File: src/rtl/core/lfb_pkg.sv
package lfb_pkg;

    localparam int PANEL_WIDTH  = 84;
    localparam int PANEL_HEIGHT = 48;
    localparam int BUFFER_BYTES = 504;

    localparam int ADDR_W      = $clog2(BUFFER_BYTES);
    localparam int IDX_W       = 11;
    localparam int REFRESH_LEN = 2 + BUFFER_BYTES;
    localparam int INIT_LEN    = 8 + BUFFER_BYTES + 2;
    localparam int POS_W       = $clog2(INIT_LEN + 1);

    localparam int QUEUE_DEPTH = 4;
    localparam int QPTR_W      = $clog2(QUEUE_DEPTH);
    localparam int QCNT_W      = $clog2(QUEUE_DEPTH + 1);

    localparam logic [2:0] CMD_SET_PIXEL = 3'd0;
    localparam logic [2:0] CMD_CLEAR     = 3'd1;
    localparam logic [2:0] CMD_REFRESH   = 3'd2;
    localparam logic [2:0] CMD_INIT      = 3'd3;
    localparam logic [2:0] CMD_TICK      = 3'd4;

    localparam logic [7:0] CONTRAST_RESET = 8'hB0;
    localparam logic [7:0] BYTE_SET_X     = 8'h80;
    localparam logic [7:0] BYTE_SET_Y     = 8'h40;
    localparam logic [7:0] BYTE_BLANK     = 8'h08;
    localparam logic [7:0] BYTE_NORMAL    = 8'h0C;

    typedef enum logic [2:0] {
        OP_SET_PIXEL,
        OP_CLEAR,
        OP_REFRESH,
        OP_INIT,
        OP_TICK,
        OP_BAD
    } op_t;

    typedef enum logic [1:0] {
        KIND_IDLE,
        KIND_REFRESH,
        KIND_INIT
    } kind_t;

    typedef enum logic [1:0] {
        ST_CLEAR,
        ST_FETCH,
        ST_EXEC
    } back_state_t;

    typedef struct packed {
        op_t               op;
        logic              pix_ok;
        logic [ADDR_W-1:0] addr;
        logic [2:0]        bit_sel;
        logic              pixel_on;
    } work_t;

    function automatic logic [7:0] init_head(input logic [2:0] idx);
        logic [7:0] b;
        unique case (idx)
            3'd0:    b = 8'h21;
            3'd1:    b = 8'h13;
            3'd2:    b = 8'h06;
            3'd3:    b = 8'hC2;
            3'd4:    b = 8'h20;
            3'd5:    b = 8'h09;
            3'd6:    b = 8'h80;
            default: b = 8'h00;
        endcase
        return b;
    endfunction

endpackage

File: src/rtl/core/lfb_front.sv
module lfb_front (
    input  logic                 s_tvalid,
    output logic                 s_tready,
    input  logic [15:0]          s_tdata,    // pixel_x, pixel_y, pixel_on, zero pad
    input  logic [2:0]           s_tuser,    // command
    input  logic                 q_full,
    input  logic                 init_done,
    output logic                 q_push,
    output lfb_pkg::work_t       q_push_data
);
    import lfb_pkg::*;

    logic [6:0]       pixel_x;
    logic [5:0]       pixel_y;
    logic [IDX_W-1:0] pix_idx;
    op_t              op;

    assign pixel_x = s_tdata[6:0];
    assign pixel_y = s_tdata[12:7];

    always_comb
    begin
        unique case (s_tuser)
            CMD_SET_PIXEL: op = OP_SET_PIXEL;
            CMD_CLEAR:     op = OP_CLEAR;
            CMD_REFRESH:   op = OP_REFRESH;
            CMD_INIT:      op = OP_INIT;
            CMD_TICK:      op = OP_TICK;
            default:       op = OP_BAD;
        endcase
    end

    assign pix_idx = IDX_W'(pixel_y[5:3]) * IDX_W'(PANEL_WIDTH) + IDX_W'(pixel_x);

    always_comb
    begin
        q_push_data.op       = op;
        q_push_data.pix_ok   = ({1'b0, pixel_x} < 8'(PANEL_WIDTH))
                            && ({1'b0, pixel_y} < 7'(PANEL_HEIGHT))
                            && (pix_idx < IDX_W'(BUFFER_BYTES));
        q_push_data.addr     = pix_idx[ADDR_W-1:0];
        q_push_data.bit_sel  = pixel_y[2:0];
        q_push_data.pixel_on = s_tdata[13];
    end

    assign s_tready = !q_full && init_done;
    assign q_push   = s_tvalid && s_tready;

endmodule

File: config.mk
export PLATFORM = sky130hd
export DESIGN_NAME = lfb_front
export DESIGN_NICKNAME = d
export VERILOG_FILES = /design/src/rtl/core/lfb_pkg.sv /design/src/rtl/core/lfb_front.sv
export SDC_FILE = /design/constraint.sdc
export NUM_CORES = 1
export LEC_CHECK = 0
export CAP_MARGIN = 20
export CORE_AREA = 2 2 39 41
export DETAILED_ROUTE_END_ITERATION = 10
export DIE_AREA = 0 0 41 43
export DONT_BUFFER_PORTS = 1
export PLACE_DENSITY = 0.53
export SYNTH_ARGS = -nofsm -noshare
export SYNTH_HDL_FRONTEND = slang
export SYNTH_SLANG_ARGS = --single-unit
File: constraint.sdc
create_clock -name vclk -period 1.9
set_input_delay 0.095 -clock vclk [all_inputs]
set_output_delay 0.095 -clock vclk [all_outputs]
set_load 0.005 [all_outputs]
Word level (Yosys, flattened, before mapping)

Cells that the tools add are included.

Register bits after elaboration: 0
Input bits: 22

$add $sub $neg: 1
Multiply operators: 1
$lt $le $gt $ge: 3
Equal/unequal tests: 4
Muxes and demuxes: 1
Reduce and logical (&&, ||, !) cells: 6

Operator list:

| operator                                                                      | number |
|---|---|
| 3-bit case mux with 5 select lines                                            | 1 |
| 10-bit by 7-bit adder with 11-bit output                                      | 1 |
| 11-bit by 9-bit less-than comparator with 1-bit output, second input constant | 1 |
| 3-bit by 5-bit multiplier with 8-bit output, second input constant            | 1 |
| 7-bit less-than comparator, second input constant                             | 1 |
| 3-bit by 2-bit == test with 1-bit output, second input constant               | 2 |
| 6-bit less-than comparator, second input constant                             | 1 |
| 1-bit logical AND                                                             | 4 |
| 3-bit by 1-bit == test with 1-bit output, second input constant               | 1 |
| 3-bit == test, second input constant                                          | 1 |
| 3-bit logical NOT                                                             | 1 |
| 1-bit logical NOT                                                             | 1 |

Logic depth before layout (Yosys ltp)

Depth in word-level cells: 4
Mapped depth: 9

Least setup slack after synthesis

Ideal clock, no wire load.

Path kind: input -> output
Start point: input port s_tdata[10]
End point: output port q_push_data[13] (netlist bit)
Data arrival time: 1888 ps
Path slack: -83 ps
Cell stages on the path: 9
Path buffers: 0
Cell sequence: ha_1 > ha_1 > ha_1 > ha_1 > a21oi_1 > o211ai_2 > xor2_1 > nand2_1 > o211a_1

RTL lines:

| what               | RTL line       | source |
|---|---|---|
| start: declaration | lfb_front.sv:4 | `input logic [15:0] s_tdata,` |
| end: declaration   | lfb_front.sv:9 | `output lfb_pkg::work_t q_push_data` |

==> impl_metrics.csv <==
group,metric,value,unit
run_status,status,"completed",
placement,dpl_cell_area,576,um2
timing,rsz0062_at_grt,"false",
floorplanning,die_h,43,um
setup_path,path_cells,"ha_4, ha_4, ha_4, ha_4, nand3_2, o211ai_2, xor2_1, nand2_1, o211a_1",
setup_path,start_kind,"input port",
global_route,grt_max_degree,6,
floorplanning,io_pins,41,
detailed_routing,post_drt_wl_per_cell,14.0,um
timing,max_freq,0.552,GHz
synth,yosysTopAreaCellShare,0.299,
timing,maxSlewViolCount,0,
synth,synthMuxAreaShare,0.0217,
placement,dpl.hpwl,908,um
cts,hold_buffers,0,
synth,syn_area_per_cell,8.53,um2
hold_path,hp-class,"in -> out",
synth,synthTopCellsByArea,"ha_1 30%, buf_4 9.8%, xor2_2 7.1%, xor2_1 5.7%, a21oi_1 4.3%",
final_layout,clock_buffers,0,
power,leakagePower,0.278,nW
setup_path,crit_cells,9,
timing,tightest_slew,0.274,ns
setup_path,cpMostUsedCell,"ha_4",
floorplanning,num_rows,14,
synth,synth_top_cell_by_area,"ha_1",
floorplanning,core,1380,um2
final_layout,finish.instance_area,633,um2
detailed_routing,dr.pass1.iters,2,
placement,finalWeightedCongestion,0.730,
floorplanning,start_util,0.333,
synth,synth_xor_area_frac,0.128,
power,ir_worst_vdd,0.145,mV
timing,relSlewSlack,0.817,
setup_path,crit_required,1.80,ns
hold_path,min_to,"q_push_data[0]",
global_route,gr-usage-all-layers,0.116,
synth,syn-num-nets,88,
final_layout,seq_cell_count,0,
floorplanning,fp.dieW,41,um
placement,dpl_worst_slack,-0.0354,ns
final_layout,finalNetCount,96,
hold_path,hold_start,"s_tdata[13]",
timing,period_needed,1.81,ns
final_layout,area_delta_synth_final,37.5,%
synth,synthSimpleGateAreaFrac,0.149,
synth,synthAdderAreaFrac,0.342,
power,powerDensity,466,nW/um2
final_layout,drive_gt1_frac,0.450,
timing,setup_ws,0.0868,ns
setup_path,critPathBufInv,0,
global_route,grt_first_pass_wirelength,1490,um
timing,finalSetupViolCount,0,
synth,synth_top_family_by_area,"adder cells",
synth,synth_compound_area_frac,0.236,
job,maxCapViolations,0,
setup_path,critPathKind,"in -> out",
synth,synth_cell_types,26,
setup_path,cp_data_arrival_time,1.72,ns
detailed_routing,vias_per_cell,5.16,
synth,seq_area_frac_synth,0,
final_layout,seq_area,0,um2
timing,finalHoldWorstSlack,0.190,ns
setup_path,crit_slowest_cell,"ha_4",
synth,synth_warnings,0,
global_route,grt_pass1_vias,395,
timing,finalCritPeriodShare,0.954,
hold_path,whs_path_depth,0,
synth,synth_area,460,um2
detailed_routing,vias,392,
global_route,gr-total-overflow,0,
synth,synthCells,54,
placement,io_buffers,0,
setup_path,cp-end-kind,"output port",
setup_path,cp_max_fo,3,
detailed_routing,drt_iter0_drc,3,
final_layout,antenna_cells,0,
setup_path,cpPeakStageDelay,0.28,ns
detailed_routing,drt-total-wl,1070,um
global_route,antenna_found_initial,0,
floorplanning,dieArea,1760,um2
detailed_routing,drc,0,
detailed_routing,ant_nets,0,
timing,hold_viol_final,0,
setup_path,critPathTopFamily,"adder cells",
-- final cells by class --
| type | count | area [um2] |
|---|---|---|
| fill | 143 | 751 |
| inverter | 2 | 7.51 |
| multi-input combinational | 45 | 508 |
| tap | 16 | 20.0 |
| timing repair buffer | 13 | 97.6 |
-- worst max-delay path by stage --
stage | startpoint | endpoint
6_report | s_tdata[10] | q_push_data[13]
5_1_grt | s_tdata[2] | q_push_data[13]
4_1_cts | s_tdata[10] | q_push_data[13]
3_5_place_dp | s_tdata[10] | q_push_data[13]
3_3_place_gp | s_tdata[10] | q_push_data[13]
2_1_floorplan | s_tdata[10] | q_push_data[13]
-- synth_stat cells, types with 2 or more instances --
library cell  instances
a21oi_1               4
buf_4                 6
ha_1                 11
inv_1                 2
nand2_1               2
nand3_1               3
nor2b_1               2
o211ai_1              2
o21ai_0               2
xor2_1                3
xor2_2                2
-- layout by cell type (no fill, tap or decap), drive strengths merged, types with 2 or more instances in the layout --
master,count
inv,2
a21o,2
xor2,5
ha,11
buf,13
nor2b,2
nand3,3
o211ai,3
nand2,2
a21oi,4
o21ai,2
-- stage by stage --
stage               instances  utilization  power (mW)  TNS, ns
floorplan                  54            -       0.175        0
global placement           75        0.416       0.270  -0.0376
detailed placement         75        0.416       0.270  -0.0354
CTS                        75        0.436       0.282        0
global route               76        0.458       0.322        0
finish                     76        0.458       0.295        0
-- power breakdown --
| group | internal, mW | leakage (nW) | total [mW] | switching, mW |
|---|---|---|---|---|
| Clock | 0 | 0 | 0 | 0 |
| Combinational | 0.169 | 0.278 | 0.295 | 0.126 |
| Sequential | 0 | 0 | 0 | 0 |
-- what timing repair did --
item,CTS,global route
endpoints found under the setup margin,1,1
pin swaps,4,6
hold endpoints to repair,0,0
resized for setup,3,3
buffers inserted,0,1
-- layer usage --
layer / global-route usage / wire [um]
met4: 0.00667 / 0
met1: 0.114 / 412
met2: 0.247 / 590
met5: 0 / 0
met3: 0 / 63
-- logic make-up (layout without fill, tap and decap cells) --
family,count (synthesis),in the layout
AO/OA/AOI/OAI,15,15
multiplexers,1,1
adder cells (fa/ha/maj),12,12
buffers and inverters,9,15
AND/OR/NAND/NOR,12,12
XOR/XNOR,5,5
(Power assumes the default switching activity.)
