==> config.mk <==
export PLATFORM = sky130hd
export DESIGN_NAME = lfb_queue
export DESIGN_NICKNAME = d
export VERILOG_FILES = /design/src/rtl/core/lfb_pkg.sv /design/src/rtl/core/lfb_queue.sv
export SDC_FILE = /design/constraint.sdc
export NUM_CORES = 1
export LEC_CHECK = 0
export BUFFER_PORTS_ARGS = -buffer_cell sky130_fd_sc_hd__clkbuf_2
export CAP_MARGIN = 15
export CORE_UTILIZATION = 30
export DETAILED_ROUTE_END_ITERATION = 16
export GPL_TIMING_DRIVEN = 0
export HOLD_SLACK_MARGIN = 0.12
export MAX_ROUTING_LAYER = met4
export PLACE_DENSITY = 0.56
export SYNTH_ARGS = -nofsm -noshare
export SYNTH_HDL_FRONTEND = slang
export SYNTH_SLANG_ARGS = --single-unit
==> constraint.sdc <==
create_clock -name clk -period 2.96 [get_ports clk]
set_clock_uncertainty 0.2 [all_clocks]
set_input_delay 0.592 -clock clk [delete_from_list [all_inputs] [get_ports clk]]
set_output_delay 0.592 -clock clk [all_outputs]
set_load 0.02 [all_outputs]
==> src/rtl/core/lfb_pkg.sv <==
package lfb_pkg;

    localparam int PANEL_WIDTH  = 84;
    localparam int PANEL_HEIGHT = 48;
    localparam int BUFFER_BYTES = 504;

    localparam int ADDR_W      = $clog2(BUFFER_BYTES);
    localparam int IDX_W       = 11;
    localparam int REFRESH_LEN = 2 + BUFFER_BYTES;
    localparam int INIT_LEN    = 8 + BUFFER_BYTES + 2;
    localparam int POS_W       = $clog2(INIT_LEN + 1);

    localparam int QUEUE_DEPTH = 4;
    localparam int QPTR_W      = $clog2(QUEUE_DEPTH);
    localparam int QCNT_W      = $clog2(QUEUE_DEPTH + 1);

    localparam logic [2:0] CMD_SET_PIXEL = 3'd0;
    localparam logic [2:0] CMD_CLEAR     = 3'd1;
    localparam logic [2:0] CMD_REFRESH   = 3'd2;
    localparam logic [2:0] CMD_INIT      = 3'd3;
    localparam logic [2:0] CMD_TICK      = 3'd4;

    localparam logic [7:0] CONTRAST_RESET = 8'hB0;
    localparam logic [7:0] BYTE_SET_X     = 8'h80;
    localparam logic [7:0] BYTE_SET_Y     = 8'h40;
    localparam logic [7:0] BYTE_BLANK     = 8'h08;
    localparam logic [7:0] BYTE_NORMAL    = 8'h0C;

    typedef enum logic [2:0] {
        OP_SET_PIXEL,
        OP_CLEAR,
        OP_REFRESH,
        OP_INIT,
        OP_TICK,
        OP_BAD
    } op_t;

    typedef enum logic [1:0] {
        KIND_IDLE,
        KIND_REFRESH,
        KIND_INIT
    } kind_t;

    typedef enum logic [1:0] {
        ST_CLEAR,
        ST_FETCH,
        ST_EXEC
    } back_state_t;

    typedef struct packed {
        op_t               op;
        logic              pix_ok;
        logic [ADDR_W-1:0] addr;
        logic [2:0]        bit_sel;
        logic              pixel_on;
    } work_t;

    function automatic logic [7:0] init_head(input logic [2:0] idx);
        logic [7:0] b;
        unique case (idx)
            3'd0:    b = 8'h21;
            3'd1:    b = 8'h13;
            3'd2:    b = 8'h06;
            3'd3:    b = 8'hC2;
            3'd4:    b = 8'h20;
            3'd5:    b = 8'h09;
            3'd6:    b = 8'h80;
            default: b = 8'h00;
        endcase
        return b;
    endfunction

endpackage

==> src/rtl/core/lfb_queue.sv <==
module lfb_queue (
    input  logic           clk,
    input  logic           rst_n,
    input  logic           push,
    input  lfb_pkg::work_t push_data,
    input  logic           pop,
    output lfb_pkg::work_t pop_data,
    output logic           full,
    output logic           empty
);
    import lfb_pkg::*;

    work_t             slot_reg [QUEUE_DEPTH];
    logic [QPTR_W-1:0] wr_ptr_reg, wr_ptr_next;
    logic [QPTR_W-1:0] rd_ptr_reg, rd_ptr_next;
    logic [QCNT_W-1:0] count_reg, count_next;

    assign full     = (count_reg == QCNT_W'(QUEUE_DEPTH));
    assign empty    = (count_reg == '0);
    assign pop_data = slot_reg[rd_ptr_reg];

    always_comb
    begin
        wr_ptr_next = push ? wr_ptr_reg + 1'b1 : wr_ptr_reg;
        rd_ptr_next = pop ? rd_ptr_reg + 1'b1 : rd_ptr_reg;
        count_next  = count_reg + QCNT_W'(push) - QCNT_W'(pop);
    end

    always_ff @(posedge clk or negedge rst_n)
    begin
        if (!rst_n)
        begin
            wr_ptr_reg <= '0;
            rd_ptr_reg <= '0;
            count_reg  <= '0;
        end
        else
        begin
            wr_ptr_reg <= wr_ptr_next;
            rd_ptr_reg <= rd_ptr_next;
            count_reg  <= count_next;
        end
    end

    always_ff @(posedge clk)
    begin
        if (push)
        begin
            slot_reg[wr_ptr_reg] <= push_data;
        end
    end

endmodule

After elaboration in Yosys (flattened, before gate mapping). Memories as Yosys holds them, arrays and structs flattened. Cells that the tools add are included.

Register bits after elaboration: 7. Bits in writable memories: 68. Input port bits: 21. Memories: 1.

Memory list: slot_reg (words 4, width 17, rd ports 1, clocked after Yosys merged registers in 0, write ports 1, RTL line lfb_queue.sv:13) `work_t slot_reg [QUEUE_DEPTH];`.

$add $sub $neg: 4. Equal/unequal tests: 1. Mux-type cells: 2. Reductions and logical operators: 1.

Operators by type and width (count): $add 2x1->2 const B (2); $add 3x1->3 (1); $eq 3x3->1 const B (1); $logic_not 3->1 (1); $sub 3x1->3 (1); $mux 1 (2).

Depth between registers and ports, before layout.
Depth after elaboration: 2. Mapped depth: 6. Gate-level depth less buffers: 6.

Worst setup path after synthesis. No wires, ideal clock.

Path kind: register to output. Start: reg rd_ptr_reg[0]. End: out pop_data[10] (netlist name). Arrival time: 1.176 ns. Required time: 2.168 ns. Setup slack: 0.992 ns. Stages on the path, launching flop included: 4. Buffers on the path: 2. Cells stage by stage: dfrtp_1 buf_6 buf_12 mux4_2.

RTL lines: start, declared (RTL line lfb_queue.sv:15) `logic [QPTR_W-1:0] rd_ptr_reg, rd_ptr_next;`; start signal, assigned (RTL line lfb_queue.sv:40) `rd_ptr_reg <= rd_ptr_next;`; end, declared (RTL line lfb_queue.sv:7) `output lfb_pkg::work_t pop_data,`.

==> results.json <==
{
  "area_growth_pct": 19.4,
  "dieArea_mm2": 0.0100,
  "ios": 40,
  "htreeDepth": 3,
  "via_count": 1285,
  "hold_viol_final": 0,
  "crit_slowest_cell": "mux4_2",
  "root_buffer": "clkbuf_8",
  "p_int_uw": 2250,
  "largest_register_ff_count": 68,
  "hold_class": "primary input to flip-flop",
  "synthArstFlopShare_pct": 9.33,
  "netlist_instances": 123,
  "clkLatencyLatePin_ns": 0.33,
  "post_dp_cell_area_mm2": 0.00324,
  "cts_buffers": 9,
  "cts_tree": "yes",
  "routedWlPerCell_um": 14.8,
  "worstPathRequired_ns": 2.17,
  "stdcell_area_mm2": 0.00344,
  "gr-total-overflow": 0,
  "tightest_slew_ns": 0.895,
  "die_w_um": 100,
  "finalMaxSlewViolations": 0,
  "crit_path_start_kind": "flip-flop",
  "synth-seq-cells": 75,
  "path_class": "flip-flop to primary output",
  "numPortBuffers": 39,
  "synth_top_area_share_pct": 70.8,
  "synth-main-ff-cell": "edfxtp_1",
  "power_density_mw_per_mm2": 962,
  "cts_sinks": 75,
  "setup.worst_path.start": "rd_ptr_reg[1]",
  "ir_drop_v": 0.000402,
  "netlist_area_mm2": 0.00289,
  "ys_warn_count": 0,
  "drive_above_1_share_pct": 36.9,
  "timing.rr.start": "wr_ptr_reg[0]",
  "ys_types": 17,
  "ys_seq_area_share_pct": 76.8,
  "rrSetupSlack_ns": 1.03,
  "place_congestion": 0.655,
  "initial_core_util_pct": 31.1,
  "antenna_found_initial": 0,
  "outcome": "finished clean",
  "cp_max_fo": 10,
  "critPathMaxStageDelay_ns": 0.37,
  "slew_headroom_pct": 40.3,
  "ant_nets": 0,
  "cts_buffer_depth": 2,
  "synth_edf_count": 68,
  "clk_pin_slew_worst_paths_ns": 0.08,
  "ctsResizeCount": 0,
  "dpl.hpwl_mm": 2.85,
  "drt-vias-per-instance": 4.17,
  "clkPwrFrac_pct": 22.6,
  "core_mm2": 0.00928,
  "setup-tns-final_ns": 0,
  "std_cell_rows": 35,
  "post_cts_buffers": 0,
  "r2r-end": "slot_reg[2][13]",
  "dr.pass1.iters": 4,
  "grt_pass1_wl_mm": 7.11,
  "wl_mm": 4.56,
  "synthTopCellsByArea": "edfxtp_1 (71%), mux4_1 (8.2%), mux4_2 (6.2%), dfrtp_1 (6.1%), ha_1 (2.6%)",
  "fmax_ghz": 0.393,
  "p_comb_share_pct": 33.1,
  "crit_path_cell_trace": "buf_2, buf_2, mux4_2, clkbuf_2",
  "worstPathArrival_ns": 1.75,
  "grt_use_total_pct": 10.4,
  "path_common_cell": "buf_2",
  "drcViolationCount": 0,
  "seqPwrFrac_pct": 44.2,
  "min_period_ns": 2.55,
  "nets": 202,
  "swShare_pct": 32.0,
  "post_synth.cell_area_avg_um2": 23.5,
  "grt_pass1_vias": 1327,
  "cp-end-kind": "primary output",
  "p_leak_uw": 0.00126,
  "drtIter0Drc": 40,
  "rsz0062_at_grt": "false",
  "fin_crit_sh_pct": 86.0,
  "antenna_cells": 0,
  "hold_buffers": 1,
  "synth_top_cell_by_area": "edfxtp_1",
  "synthesis.nets": 151,
  "rr_worst_depth": 3,
  "grt_max_degree": 18,
  "fillers": 881,
  "finalSetupViolCount": 0,
  "p_switching_uw": 1060,
  "die_h_um": 100,
  "maxCapViolCount": 0,
  "critPathCapture": "pop_data[10]"
}
## cell usage in the layout, fill, tap and decap left out, types with 2 or more instances in the layout
| master | netlist | final |
|---|---|---|
| and2_1 | 4 | 4 |
| inv_1 | 6 | 6 |
| xor2_1 | 3 | 3 |
| ha_1 | 6 | 6 |
| clkinv_2 | 0 | 2 |
| xnor2_1 | 2 | 2 |
| buf_2 | 2 | 2 |
| nand2_1 | 2 | 2 |
| clkinv_4 | 0 | 2 |
| dfrtp_1 | 7 | 7 |
| clkbuf_8 | 0 | 9 |
| mux4_1 | 9 | 9 |
| mux4_2 | 8 | 8 |
| clkbuf_2 | 0 | 39 |
| edfxtp_1 | 68 | 68 |
## per-stage QoR
step	power [µW]	instances	setup slack [ns]	hold WS [ns]	utilization, %
finish	3310	308	0.413	0.265	37.1
global route	3510	308	0.294	0.250	37.1
CTS	3370	308	0.356	0.250	37.1
detailed placement	2620	291	0.739	0.240	34.9
global placement	2610	291	0.751	0.240	34.9
floorplan	2280	123	0.992	0.0964	-
## final cells by class
class	count	area (µm²)	share of cell area, %
Sequential cell	75	2220	64.4
Multi-Input combinational cell	38	604	17.5
Timing Repair Buffer	40	205	5.96
Tap cell	129	161	4.69
Clock buffer	9	124	3.60
Clock inverter	7	68.8	2.00
Buffer	4	41.3	1.20
Inverter	6	22.5	0.654
## metal layers
metal	up-vias	wire [µm]	GRT usage (%)
met5	-	0	-
met4	0	46	4.35
met3	7	206	4.11
met2	35	2270	16.0
met1	635	2040	12.1
li1	608	-	-
## cell usage after synthesis, types with 2 or more instances
library cell,number
mux4_1,9
and2_1,4
inv_1,6
ha_1,6
nand2_1,2
xnor2_1,2
buf_2,2
xor2_1,3
edfxtp_1,68
dfrtp_1,7
mux4_2,8
## power by group through the flow
stage	clock network, µW	registers [µW]	logic, µW
3_5_place_dp	0	1490	1130
2_1_floorplan	0	1470	809
5_1_grt	814	1490	1210
3_3_place_gp	0	1490	1120
6_report	751	1470	1100
4_1_cts	771	1470	1130
## critical path, delay by kind of cell, from the launching register on
| kind | cells | cell delay [ns] |
|---|---|---|
| buffers and inverters | 3 | 0.72 |
| flip-flops | 1 | 0.32 |
| multiplexers | 1 | 0.37 |
## worst min-delay path by stage
stage / end / cells after the start / slack, ns / from
5_1_grt: slot_reg[3][9] / 1 / 0.25 / push_data[9]
3_3_place_gp: count_reg[0] / 1 / 0.24 / rst_n
4_1_cts: slot_reg[2][3] / 1 / 0.25 / push_data[3]
6_report: slot_reg[0][8] / 1 / 0.27 / push_data[8]
3_5_place_dp: count_reg[0] / 1 / 0.24 / rst_n
2_1_floorplan: count_reg[0] / 0 / 0.1 / rst_n
## kinds of logic (layout without fill, tap and decap cells)
group                      Yosys count  in the layout  share of synthesized area [%]
and+or+nand+nor                      8              8                           1.52
DFF                                 75             75                           76.8
adders and majority gates            7              7                           3.30
muxes                               17             17                           14.4
AOI/OAI and AO/OA                    1              1                          0.173
buffers and inverters               10             66                           2.21
xor gates and xnor gates             5              5                           1.52
Power figures use the tool's default switching activity.
